File: src/rtl/mngm_pkg.sv
package mngm_pkg;

  // Number of gate slots held in the table.
  localparam int unsigned ENTRIES = 4;

  // Slots that appear in a result beat; slots beyond this are not reported.
  localparam int unsigned SHOWN = 4;

  localparam int unsigned SLOT_W = (ENTRIES > 1) ? $clog2(ENTRIES) : 1;
  localparam int unsigned POS_W  = (SLOT_W > 2) ? SLOT_W : 2;

  localparam int unsigned CHAN_W = 4;
  localparam int unsigned NOTE_W = 7;
  localparam int unsigned VEL_W  = 7;
  localparam int unsigned REQ_W  = 2;

  localparam int unsigned IN_DATA_W  = 24;
  localparam int unsigned OUT_DATA_W = 40;

  typedef enum logic [REQ_W-1:0] {
    REQ_NOTE_ON  = 2'd0,
    REQ_NOTE_OFF = 2'd1,
    REQ_LEARN    = 2'd2
  } req_e;

endpackage

File: src/rtl/midi_note_gate_mapper_with_learn_core.sv
// Channel   Dir  Width                   Contents
// s_axis    in   tdata 24, tuser 2       one MIDI event beat: channel, note, velocity; kind
// m_axis    out  tdata 40                gates, four held velocities, learn state
//
// Each event beat is captured in an input register and, once the output register is free
// or is being emptied, is applied to the slot table while its result is loaded into the
// output register; while m_axis does not stall, one beat can be taken in every cycle.
// The combinational match of the event against all slots in parallel sets that rate.
// Reset (rst_ni low, asynchronous) unbinds every slot, clears gates and velocities and
// leaves learn mode off. When m_axis stalls, the input register still takes one further
// beat; s_axis_tready falls only when both registers hold a beat.

module midi_note_gate_mapper_with_learn_core (
  input  logic                                 clk_i,
  input  logic                                 rst_ni,
  input  logic                                 s_axis_tvalid_i,
  output logic                                 s_axis_tready_o,
  // [3:0] midi_channel, [10:4] midi_note, [17:11] note_velocity, [23:18] zero
  input  logic [mngm_pkg::IN_DATA_W-1:0]       s_axis_tdata_i,
  // [1:0] req_type
  input  logic [mngm_pkg::REQ_W-1:0]           s_axis_tuser_i,
  output logic                                 m_axis_tvalid_o,
  input  logic                                 m_axis_tready_i,
  // [3:0] gate_mask, [10:4] velocity_0, [17:11] velocity_1, [24:18] velocity_2,
  // [31:25] velocity_3, [32] learning, [34:33] learn_position, [39:35] zero
  output logic [mngm_pkg::OUT_DATA_W-1:0]      m_axis_tdata_o
);

  localparam int unsigned N = mngm_pkg::ENTRIES;

  // Input register stage. The payload carries no reset; only its valid flag does.
  logic                           in_valid_q;
  logic [mngm_pkg::REQ_W-1:0]     in_req_q;
  logic [mngm_pkg::CHAN_W-1:0]    in_chan_q;
  logic [mngm_pkg::NOTE_W-1:0]    in_note_q;
  logic [mngm_pkg::VEL_W-1:0]     in_vel_q;

  // Output register stage.
  logic                           out_valid_q;
  logic [mngm_pkg::OUT_DATA_W-1:0] out_data_q, out_data_d;

  // Slot table. A slot that has never been learned is unbound and so never matches.
  logic [N-1:0]                   bound_q, bound_d;
  logic [N-1:0]                   gate_q, gate_d;
  logic [mngm_pkg::CHAN_W-1:0]    chan_q [N];
  logic [mngm_pkg::CHAN_W-1:0]    chan_d [N];
  logic [mngm_pkg::NOTE_W-1:0]    note_q [N];
  logic [mngm_pkg::NOTE_W-1:0]    note_d [N];
  logic [mngm_pkg::VEL_W-1:0]     vel_q  [N];
  logic [mngm_pkg::VEL_W-1:0]     vel_d  [N];

  logic                           learn_q, learn_d;
  logic [mngm_pkg::SLOT_W-1:0]    slot_q, slot_d;
  logic [mngm_pkg::SLOT_W:0]      slot_inc;

  logic                           advance;
  logic [N-1:0]                   match;
  logic [mngm_pkg::SHOWN-1:0]     shown_gate;
  logic [mngm_pkg::VEL_W-1:0]     shown_vel [mngm_pkg::SHOWN];
  logic [mngm_pkg::POS_W-1:0]     pos_ext;
  logic [1:0]                     learn_pos;

  // The beat in the input register moves on whenever the output register is free or is
  // being emptied in this cycle; the input side is ready whenever its register will be free.
  assign advance         = in_valid_q && (!out_valid_q || m_axis_tready_i);
  assign s_axis_tready_o = !in_valid_q || advance;

  always_ff @(posedge clk_i or negedge rst_ni) begin
    if (!rst_ni) begin
      in_valid_q <= 1'b0;
    end else if (s_axis_tready_o) begin
      in_valid_q <= s_axis_tvalid_i;
    end
  end

  always_ff @(posedge clk_i) begin
    if (s_axis_tready_o && s_axis_tvalid_i) begin
      in_req_q  <= s_axis_tuser_i;
      in_chan_q <= s_axis_tdata_i[3:0];
      in_note_q <= s_axis_tdata_i[10:4];
      in_vel_q  <= s_axis_tdata_i[17:11];
    end
  end

  // Every slot is compared with the event at once.
  always_comb begin
    for (int i = 0; i < N; i++) begin
      match[i] = bound_q[i] && (chan_q[i] == in_chan_q) && (note_q[i] == in_note_q);
    end
  end

  assign slot_inc = {1'b0, slot_q} + {{mngm_pkg::SLOT_W{1'b0}}, 1'b1};

  // Next state of the table for the beat in the input register.
  always_comb begin
    bound_d = bound_q;
    gate_d  = gate_q;
    learn_d = learn_q;
    slot_d  = slot_q;
    for (int i = 0; i < N; i++) begin
      chan_d[i] = chan_q[i];
      note_d[i] = note_q[i];
      vel_d[i]  = vel_q[i];
    end
    unique case (in_req_q)
      mngm_pkg::REQ_NOTE_ON: begin
        if (!learn_q) begin
          for (int i = 0; i < N; i++) begin
            if (match[i]) begin
              gate_d[i] = 1'b1;
              vel_d[i]  = in_vel_q;
            end
          end
        end else begin
          // Bind the current learn slot and step on; learning stops after the last slot.
          for (int i = 0; i < N; i++) begin
            if (slot_q == mngm_pkg::SLOT_W'(i)) begin
              bound_d[i] = 1'b1;
              chan_d[i]  = in_chan_q;
              note_d[i]  = in_note_q;
            end
          end
          if (slot_inc == (mngm_pkg::SLOT_W + 1)'(N)) begin
            learn_d = 1'b0;
            slot_d  = '0;
          end else begin
            slot_d = slot_inc[mngm_pkg::SLOT_W-1:0];
          end
        end
      end
      mngm_pkg::REQ_NOTE_OFF: begin
        // Note-offs are ignored while learning.
        if (!learn_q) begin
          gate_d = gate_q & ~match;
        end
      end
      mngm_pkg::REQ_LEARN: begin
        learn_d = !learn_q;
        slot_d  = '0;
      end
      default: begin
        // The unused request code leaves everything as it is.
      end
    endcase
  end

  // The result reports the state after the event. The gate of the slot being learned
  // reads as zero, although the stored gate keeps its value.
  generate
    for (genvar g = 0; g < mngm_pkg::SHOWN; g++) begin : g_shown
      if (g < N) begin : g_slot
        assign shown_gate[g] = gate_d[g] && !(learn_d && (slot_d == mngm_pkg::SLOT_W'(g)));
        assign shown_vel[g]  = vel_d[g];
      end else begin : g_none
        assign shown_gate[g] = 1'b0;
        assign shown_vel[g]  = '0;
      end
    end
  endgenerate

  assign pos_ext   = learn_d ? mngm_pkg::POS_W'(slot_d) : '0;
  assign learn_pos = pos_ext[1:0];

  assign out_data_d = {5'd0, learn_pos, learn_d,
                       shown_vel[3], shown_vel[2], shown_vel[1], shown_vel[0],
                       shown_gate};

  always_ff @(posedge clk_i or negedge rst_ni) begin
    if (!rst_ni) begin
      out_valid_q <= 1'b0;
      bound_q     <= '0;
      gate_q      <= '0;
      learn_q     <= 1'b0;
      slot_q      <= '0;
      for (int i = 0; i < N; i++) begin
        vel_q[i] <= '0;
      end
    end else begin
      if (advance) begin
        out_valid_q <= 1'b1;
        bound_q     <= bound_d;
        gate_q      <= gate_d;
        learn_q     <= learn_d;
        slot_q      <= slot_d;
        for (int i = 0; i < N; i++) begin
          vel_q[i] <= vel_d[i];
        end
      end else if (m_axis_tready_i) begin
        out_valid_q <= 1'b0;
      end
    end
  end

  always_ff @(posedge clk_i) begin
    if (advance) begin
      out_data_q <= out_data_d;
      for (int i = 0; i < N; i++) begin
        chan_q[i] <= chan_d[i];
        note_q[i] <= note_d[i];
      end
    end
  end

  assign m_axis_tvalid_o = out_valid_q;
  assign m_axis_tdata_o  = out_data_q;

  // Outside learn mode the learn slot rests at zero.
  a_slot_idle: assert property (@(posedge clk_i) disable iff (!rst_ni)
    !learn_q |-> (slot_q == '0))
    else $error("learn slot not at zero outside learn mode");

  // The learn slot always names an existing slot.
  a_slot_range: assert property (@(posedge clk_i) disable iff (!rst_ni)
    ({1'b0, slot_q} < (mngm_pkg::SLOT_W + 1)'(N)))
    else $error("learn slot beyond the table");

  // A result outside learn mode reports learn position zero.
  a_pos_idle: assert property (@(posedge clk_i) disable iff (!rst_ni)
    (out_valid_q && !out_data_q[32]) |-> (out_data_q[34:33] == 2'd0))
    else $error("learn position reported outside learn mode");

  // A result beat's learn flag always matches the learn state left by its own event.
  a_learn_flag: assert property (@(posedge clk_i) disable iff (!rst_ni)
    advance |=> (out_data_q[32] == learn_q))
    else $error("reported learn flag differs from the table state");

  // With the output stalled and the input register full, no further beat is taken.
  a_hold: assert property (@(posedge clk_i) disable iff (!rst_ni)
    (in_valid_q && out_valid_q && !m_axis_tready_i) |-> !s_axis_tready_o)
    else $error("beat taken while both stages are full");

endmodule
File: config.mk
export PLATFORM = sky130hd
export DESIGN_NAME = midi_note_gate_mapper_with_learn_core
export DESIGN_NICKNAME = d
export VERILOG_FILES = /design/src/rtl/mngm_pkg.sv /design/src/rtl/midi_note_gate_mapper_with_learn_core.sv
export SDC_FILE = /design/constraint.sdc
export NUM_CORES = 1
export LEC_CHECK = 0
export BUFFER_PORTS_ARGS = -buffer_cell sky130_fd_sc_hd__buf_4
export CORE_AREA = 2 2 143 145
export CTS_CLUSTER_DIAMETER = 120
export DETAILED_ROUTE_END_ITERATION = 8
export DIE_AREA = 0 0 145 147
export SETUP_SLACK_MARGIN = 0.1
export SYNTH_ARGS = -nofsm -noshare
export SYNTH_HDL_FRONTEND = slang
export SYNTH_SLANG_ARGS = --single-unit
File: constraint.sdc
create_clock -name clk_i -period 1.9 [get_ports clk_i]
set_clock_uncertainty 0.15 [all_clocks]
set_input_delay 0.19 -clock clk_i [delete_from_list [all_inputs] [get_ports clk_i]]
set_output_delay 0.19 -clock clk_i [all_outputs]
set_load 0.1 [all_outputs]
# Word level (Yosys, flattened, before mapping)
# Memory sizes are Yosys's and may differ from the RTL's.
# Index checks and enable logic that the tools add are counted.
[op_classes] n_addsub=1 eq_ne=17 mux=35 n_bitwise=2 n_reduce_logical=35
[ops] operator="2-to-1 mux 28 bit" n=4
[ops] operator="2-to-1 mux 7 bit" n=8
[ops] operator="2-to-1 mux 16 bit" n=2
[ops] operator="== test 7 bit" n=4
[ops] operator="2-to-1 mux 4 bit" n=6
[ops] operator="logical AND 1 bit" n=18
[ops] operator="== test 4 bit" n=4
[ops] operator="AND reduction 4 bit" n=4
[ops] operator="== test 2 bit, second input constant" n=5
[ops] operator="2-to-1 mux 1 bit" n=10
[ops] operator="one-hot mux 4 bit (2 select lines)" n=1
[ops] operator="logical NOT 1 bit" n=7
[ops] operator="== test 2 x 1 -> 1 bit, second input constant" n=3
[ops] operator="logical NOT 2 bit" n=3
[ops] operator="bitwise AND 4 bit" n=1
[ops] operator="2-to-1 mux 2 bit" n=2
[ops] operator="inverter 4 bit" n=1
[ops] operator="one-hot mux 2 bit (2 select lines)" n=1
[ops] operator="adder 2 x 1 -> 3 bit, second input constant" n=1
[ops] operator="== test 3 bit, second input constant" n=1
[ops] operator="logical OR 1 bit" n=2
[ops] operator="one-hot mux 1 bit (2 select lines)" n=1
[ops] operator="nonzero test 2 bit" n=1
[totals] reg_bits=96 ramBits=44 output_inout_bits=42 word_cells=111 mem_count=2
[memory_table] memory="note_q" words=4 word_bits=7 read_ports=4 rd_ports_with_merged_regs=0 wr=4 line_no="midi_note_gate_mapper_with_learn_core.sv:47" text="logic [mngm_pkg::NOTE_W-1:0] note_q [N];"
[memory_table] memory="chan_q" words=4 word_bits=4 read_ports=4 rd_ports_with_merged_regs=0 wr=4 line_no="midi_note_gate_mapper_with_learn_core.sv:45" text="logic [mngm_pkg::CHAN_W-1:0] chan_q [N];"

# Longest topological paths before layout
[depth] word_depth=9 mapped_depth=7

# Least setup slack after synthesis
# No wires, ideal clock.
[synth_path] path_type="register to register" from="register out_valid_q (netlist: m_axis_tvalid_o)" to="register in_chan_q[0] (netlist bit) (enable)" setup_time_ps=341 arrival_ps=2604 t_required_ps=1409 path_slack_ps=-1196 stages_incl_launch_ff=3 path_buffers=0 cell_sequence="dfrtp_1 -> nand3b_1 -> and2_1"
[synth_between] elab_chain_len=5
[synth_rtl] element="from (decl)" line_no="midi_note_gate_mapper_with_learn_core.sv:39" text="logic out_valid_q;"
[synth_rtl] element="from (signal assigned)" line_no="midi_note_gate_mapper_with_learn_core.sv:170" text="out_valid_q <= 1'b0;"
[synth_rtl] element="from (signal assigned)" line_no="midi_note_gate_mapper_with_learn_core.sv:180" text="out_valid_q <= 1'b1;"
[synth_rtl] element="from (signal assigned)" line_no="midi_note_gate_mapper_with_learn_core.sv:189" text="out_valid_q <= 1'b0;"
[synth_rtl] element="logical NOT 1 bit" line_no="midi_note_gate_mapper_with_learn_core.sv:65" text="assign advance = in_valid_q && (!out_valid_q || m_axis_tready_i);"
[synth_rtl] element="logical OR 1 bit" line_no="midi_note_gate_mapper_with_learn_core.sv:65"
[synth_rtl] element="logical AND 1 bit" line_no="midi_note_gate_mapper_with_learn_core.sv:65"
[synth_rtl] element="logical OR 1 bit" line_no="midi_note_gate_mapper_with_learn_core.sv:66" text="assign s_axis_tready_o = !in_valid_q || advance;"
[synth_rtl] element="via s_axis_tready_o" line_no="midi_note_gate_mapper_with_learn_core.sv:17" text="output logic s_axis_tready_o,"
[synth_rtl] element="logical AND 1 bit" line_no="midi_note_gate_mapper_with_learn_core.sv:77" text="if (s_axis_tready_o && s_axis_tvalid_i) begin"
[synth_rtl] element="to (signal assigned)" line_no="midi_note_gate_mapper_with_learn_core.sv:79" text="in_chan_q <= s_axis_tdata_i[3:0];"
[synth_rtl] element="to (decl)" line_no="midi_note_gate_mapper_with_learn_core.sv:34" text="logic [mngm_pkg::CHAN_W-1:0] in_chan_q;"
# The timed path passes the listed nets, and every way through them passes these cells.
# A chain may end at the register's enable or synchronous reset.

# Worst setup path in the final report
[layout_path] from="register in_note_q[6] (netlist bit)" to="register vel_q[0] (netlist bit)"
[layout_between] elab_chain_len=5
[layout_rtl] element="from (decl)" line_no="midi_note_gate_mapper_with_learn_core.sv:35" text="logic [mngm_pkg::NOTE_W-1:0] in_note_q;"
[layout_rtl] element="from (signal assigned)" line_no="midi_note_gate_mapper_with_learn_core.sv:80" text="in_note_q <= s_axis_tdata_i[10:4];"
[layout_rtl] element="== test 7 bit" line_no="midi_note_gate_mapper_with_learn_core.sv:88" text="match[i] = bound_q[i] && (chan_q[i] == in_chan_q) && (note_q[i] == in_note_q);"
[layout_rtl] element="logical AND 1 bit" line_no="midi_note_gate_mapper_with_learn_core.sv:88"
[layout_rtl] element="2-to-1 mux 7 bit" line_no="midi_note_gate_mapper_with_learn_core.sv:109" text="if (match[i]) begin"
[layout_rtl] element="2-to-1 mux 28 bit" line_no="midi_note_gate_mapper_with_learn_core.sv:107" text="if (!learn_q) begin"
[layout_rtl] element="2-to-1 mux 28 bit" line_no="midi_note_gate_mapper_with_learn_core.sv:105" text="unique case (in_req_q)"
[layout_rtl] element="to (signal, indexed assignment)" line_no="midi_note_gate_mapper_with_learn_core.sv:186" text="vel_q[i] <= vel_d[i];"
[layout_rtl] element="to (decl)" line_no="midi_note_gate_mapper_with_learn_core.sv:49" text="logic [mngm_pkg::VEL_W-1:0] vel_q [N];"
# No other way between the ends.

==> flow_summary.json <==
{
  "status": "finished with violations",
  "violations": "negative setup slack",
  "intPower_mw": 6.057,
  "slew_viol_final": 0,
  "synth_area_per_cell_um2": 16.56,
  "seq_area_mm2": 0.004003,
  "vias_per_cell": 4.318,
  "grt_max_degree": 42,
  "grt-ovfl-total": 0,
  "cts_max_level": 4,
  "dpl.cell_count": 709,
  "crit_chain": "xnor2_1, nand4_1, nor4_4, buf_4, and3_4, buf_12, mux2_4",
  "p_per_area_mw_per_mm2": 1024,
  "path_max_fanout": 7,
  "wl_met2_um": 6248,
  "pin_count": 72,
  "min_period_ns": 2.213,
  "relSlewSlack": 0.6331,
  "slowest_stage": "edfxtp_1",
  "p_total_mw": 8.391,
  "pwr-share-clk": 0.388,
  "dpl-instance-area_mm2": 0.006968,
  "cts.reportedPaths.clkPinSlew_ns": 0.06,
  "die_w_um": 145,
  "syn_inst": 354,
  "drt-met1-wl_um": 5941,
  "worst_pin_slew_ns": 0.5504,
  "grt_pass1_vias": 3648,
  "wl_met3_um": 351,
  "period_share": 1.165,
  "cp-start-kind": "flop",
  "setup_slack_ns": -0.3134,
  "r2r_start": "in_note_q[6]",
  "drt_iter0_markers": 210,
  "final.setup.tns_ns": -15.84,
  "layout_common_cells": "buf_4, edfxtp_1, dfrtp_1",
  "required_ns": 2.05,
  "area_delta_synth_final_pct": 39.76,
  "clock_latency_ns": 0.42,
  "power_frac_seq": 0.433,
  "cap_violations": 0,
  "critical_path.top_delay_family": "simple AND/OR/NAND/NOR gates",
  "multi_input_area_mm2": 0.002031,
  "die_area_mm2": 0.02132,
  "crit_arrival_ns": 2.36,
  "pwr-share-comb": 0.179,
  "rows": 52,
  "via_count": 3407,
  "fillers": 1816,
  "root_buffer": "clkbuf_16",
  "synth_cell_type_count": 37,
  "ys_seq_elements": 140,
  "routabilityCongestion": 0.7525,
  "dp_slack_ns": -0.4088,
  "path_class": "flop to flop",
  "ys.warnings.count": 0,
  "coreArea_mm2": 0.01984,
  "dp_hpwl_um": 8051,
  "switching_share": 0.2782,
  "cts_inserted_buffers": 17,
  "start_util": 0.2955,
  "finish.instance_area_mm2": 0.008194,
  "dr.pass1.iters": 4,
  "die_h_um": 147,
  "layout_commonest_cell": "buf_4",
  "layout.cells.non_filler": 789,
  "reg2regPathDepth": 7,
  "critical-path-max-stage-delay_ns": 0.52,
  "rsz0062_at_grt": "true",
  "max-vdd-ir-drop_mv": 0.7045,
  "ys_seq_area_frac": 0.6820,
  "drcViolationCount": 0,
  "cts_tree": "yes",
  "max_freq_mhz": 451.8,
  "wl_um": 12720,
  "cts_buffer_depth": 2,
  "clock_sinks": 140,
  "grt_pass1_wl_um": 20290,
  "nets": 540,
  "finalSetupViolCount": 63,
  "track_usage": 0.1244,
  "hold_viol": 0,
  "reg2reg_slack_ns": -0.31,
  "top_layer_used": "met4",
  "antenna_cells": 0,
  "leakage_nw": 3.335,
  "p_switching_mw": 2.335,
  "antenna_found_initial": 0,
  "synth_area_mm2": 0.005863,
  "layout-drive-gt1-share": 0.4701,
  "crit_path_end_kind": "flop",
  "antenna_left": 0,
  "path_buf_inv": 2,
  "routedWlPerCell_um": 16.12,
  "hold_path.class": "input pin to async pin",
  "r2r-end": "vel_q[0]",
  "io_buffers": 60
}
==> state kept, by name, indices dropped and copies added (netlist names), 2 cells and up <==
signal and flops:
in_vel_q 7, note_q 28, slot_q 2, in_note_q 7, in_chan_q 4, chan_q 16, in_req_q 2, bound_q 4
vel_q 28, gate_q 4, m_axis_tdata_o 35
==> layer usage <==
layer / up-vias / GRT usage
li1: 1617 / -
met1: 1721 / 0.1584
met2: 58 / 0.2062
met3: 11 / 0.03199
met4: 0 / 0.04455
met5: - / 0
==> worst register-to-register path, cell delays in order, from the launching register on <==
cell      delay (ns)
edfxtp_1        0.52
xnor2_1         0.22
nand4_1         0.22
nor4_4          0.19
buf_4           0.18
and3_4          0.20
buf_12          0.13
mux2_4          0.30
==> per-stage QoR <==
stage,util,hold WS [ns]
2_1_floorplan,-,-0.2556
3_3_place_gp,0.3511,0.07567
3_5_place_dp,0.3511,0.07540
4_1_cts,0.4023,0.1790
5_1_grt,0.4129,0.2170
6_report,0.4129,0.1609
==> area by class of cell <==
class,instances,share of cell area
flip-flops and latches,140,0.4885
repair buffers,139,0.1474
well taps,270,0.04123
clock inverters,5,0.006566
multi-input cells,202,0.2478
clock buffers,27,0.06535
inverters,6,0.003207
==> synth_stat cells <==
cell type / instances / area share
edfxtp_1: 99 / 0.51
mux2_2: 55 / 0.11
dfrtp_1: 41 / 0.17
xor2_1: 24 / 0.036
xnor2_1: 19 / 0.028
o21ai_0: 10 / 0.0085
nand3b_1: 9 / 0.012
and3_1: 8 / 0.0085
nand2_1: 6 / 0.0038
buf_4: 5 / 0.0064
buf_6: 5 / 0.0096
inv_1: 5 / 0.0032
mux2_1: 5 / 0.0096
mux2i_1: 5 / 0.0085
nand3_1: 5 / 0.0043
nor2_1: 5 / 0.0032
nor4_2: 5 / 0.011
clkbuf_1: 4 / 0.0026
ha_1: 4 / 0.0085
nand3_2: 4 / 0.0068
nand4_1: 4 / 0.0043
or2_2: 4 / 0.0043
nand2b_1: 3 / 0.0032
nor4_4: 3 / 0.011
o22ai_1: 3 / 0.0032
a21o_1: 2 / 0.0026
and2_1: 2 / 0.0021
a21oi_1: 1 / 0.00085
a22oi_1: 1 / 0.0013
a31oi_1: 1 / 0.0011
conb_1: 1 / 0.00064
inv_2: 1 / 0.00064
nor3_1: 1 / 0.00085
nor3b_1: 1 / 0.0013
o21a_1: 1 / 0.0013
or3_1: 1 / 0.0011
xnor2_2: 1 / 0.0028
==> cells by family after synthesis <==
family                     synth area share
xor gates and xnor gates            0.06701
adders and majority gates          0.008536
buffers and inverters               0.02241
and+or+nand+nor                     0.07682
muxes                                0.1238
other                             0.0006396
AOI/OAI and AO/OA                   0.01878
DFF                                  0.6820
==> power groups by stage <==
stage          Combinational [mW]  Clock (mW)  Sequential (mW)
2_1_floorplan               0.537           0             4.05
6_report                     1.51        3.25             3.63
4_1_cts                      1.47        3.31             3.63
3_3_place_gp                 1.31           0             3.69
5_1_grt                      1.60        3.43             3.66
3_5_place_dp                 1.33           0             3.69
==> timing repair <==
item	4_1_cts	5_1_grt
pin swaps	13	18
hold buffers	24	0
hold endpoints to repair	63	0
cloned	4	0
endpoints found under the setup margin	110	113
resized for setup	13	34
buffers inserted	13	8
==> worst max path at each step <==
stage	cells past startpoint	endpoint	startpoint
2_1_floorplan	2	in_chan_q[0]	m_axis_tvalid_o
3_3_place_gp	5	m_axis_tdata_o[25]	in_note_q[3]
3_5_place_dp	5	m_axis_tdata_o[31]	in_note_q[3]
4_1_cts	7	vel_q[0]	in_note_q[6]
5_1_grt	6	m_axis_tdata_o[19]	in_note_q[6]
6_report	7	vel_q[0]	in_note_q[6]
(Power assumes the default switching activity.)
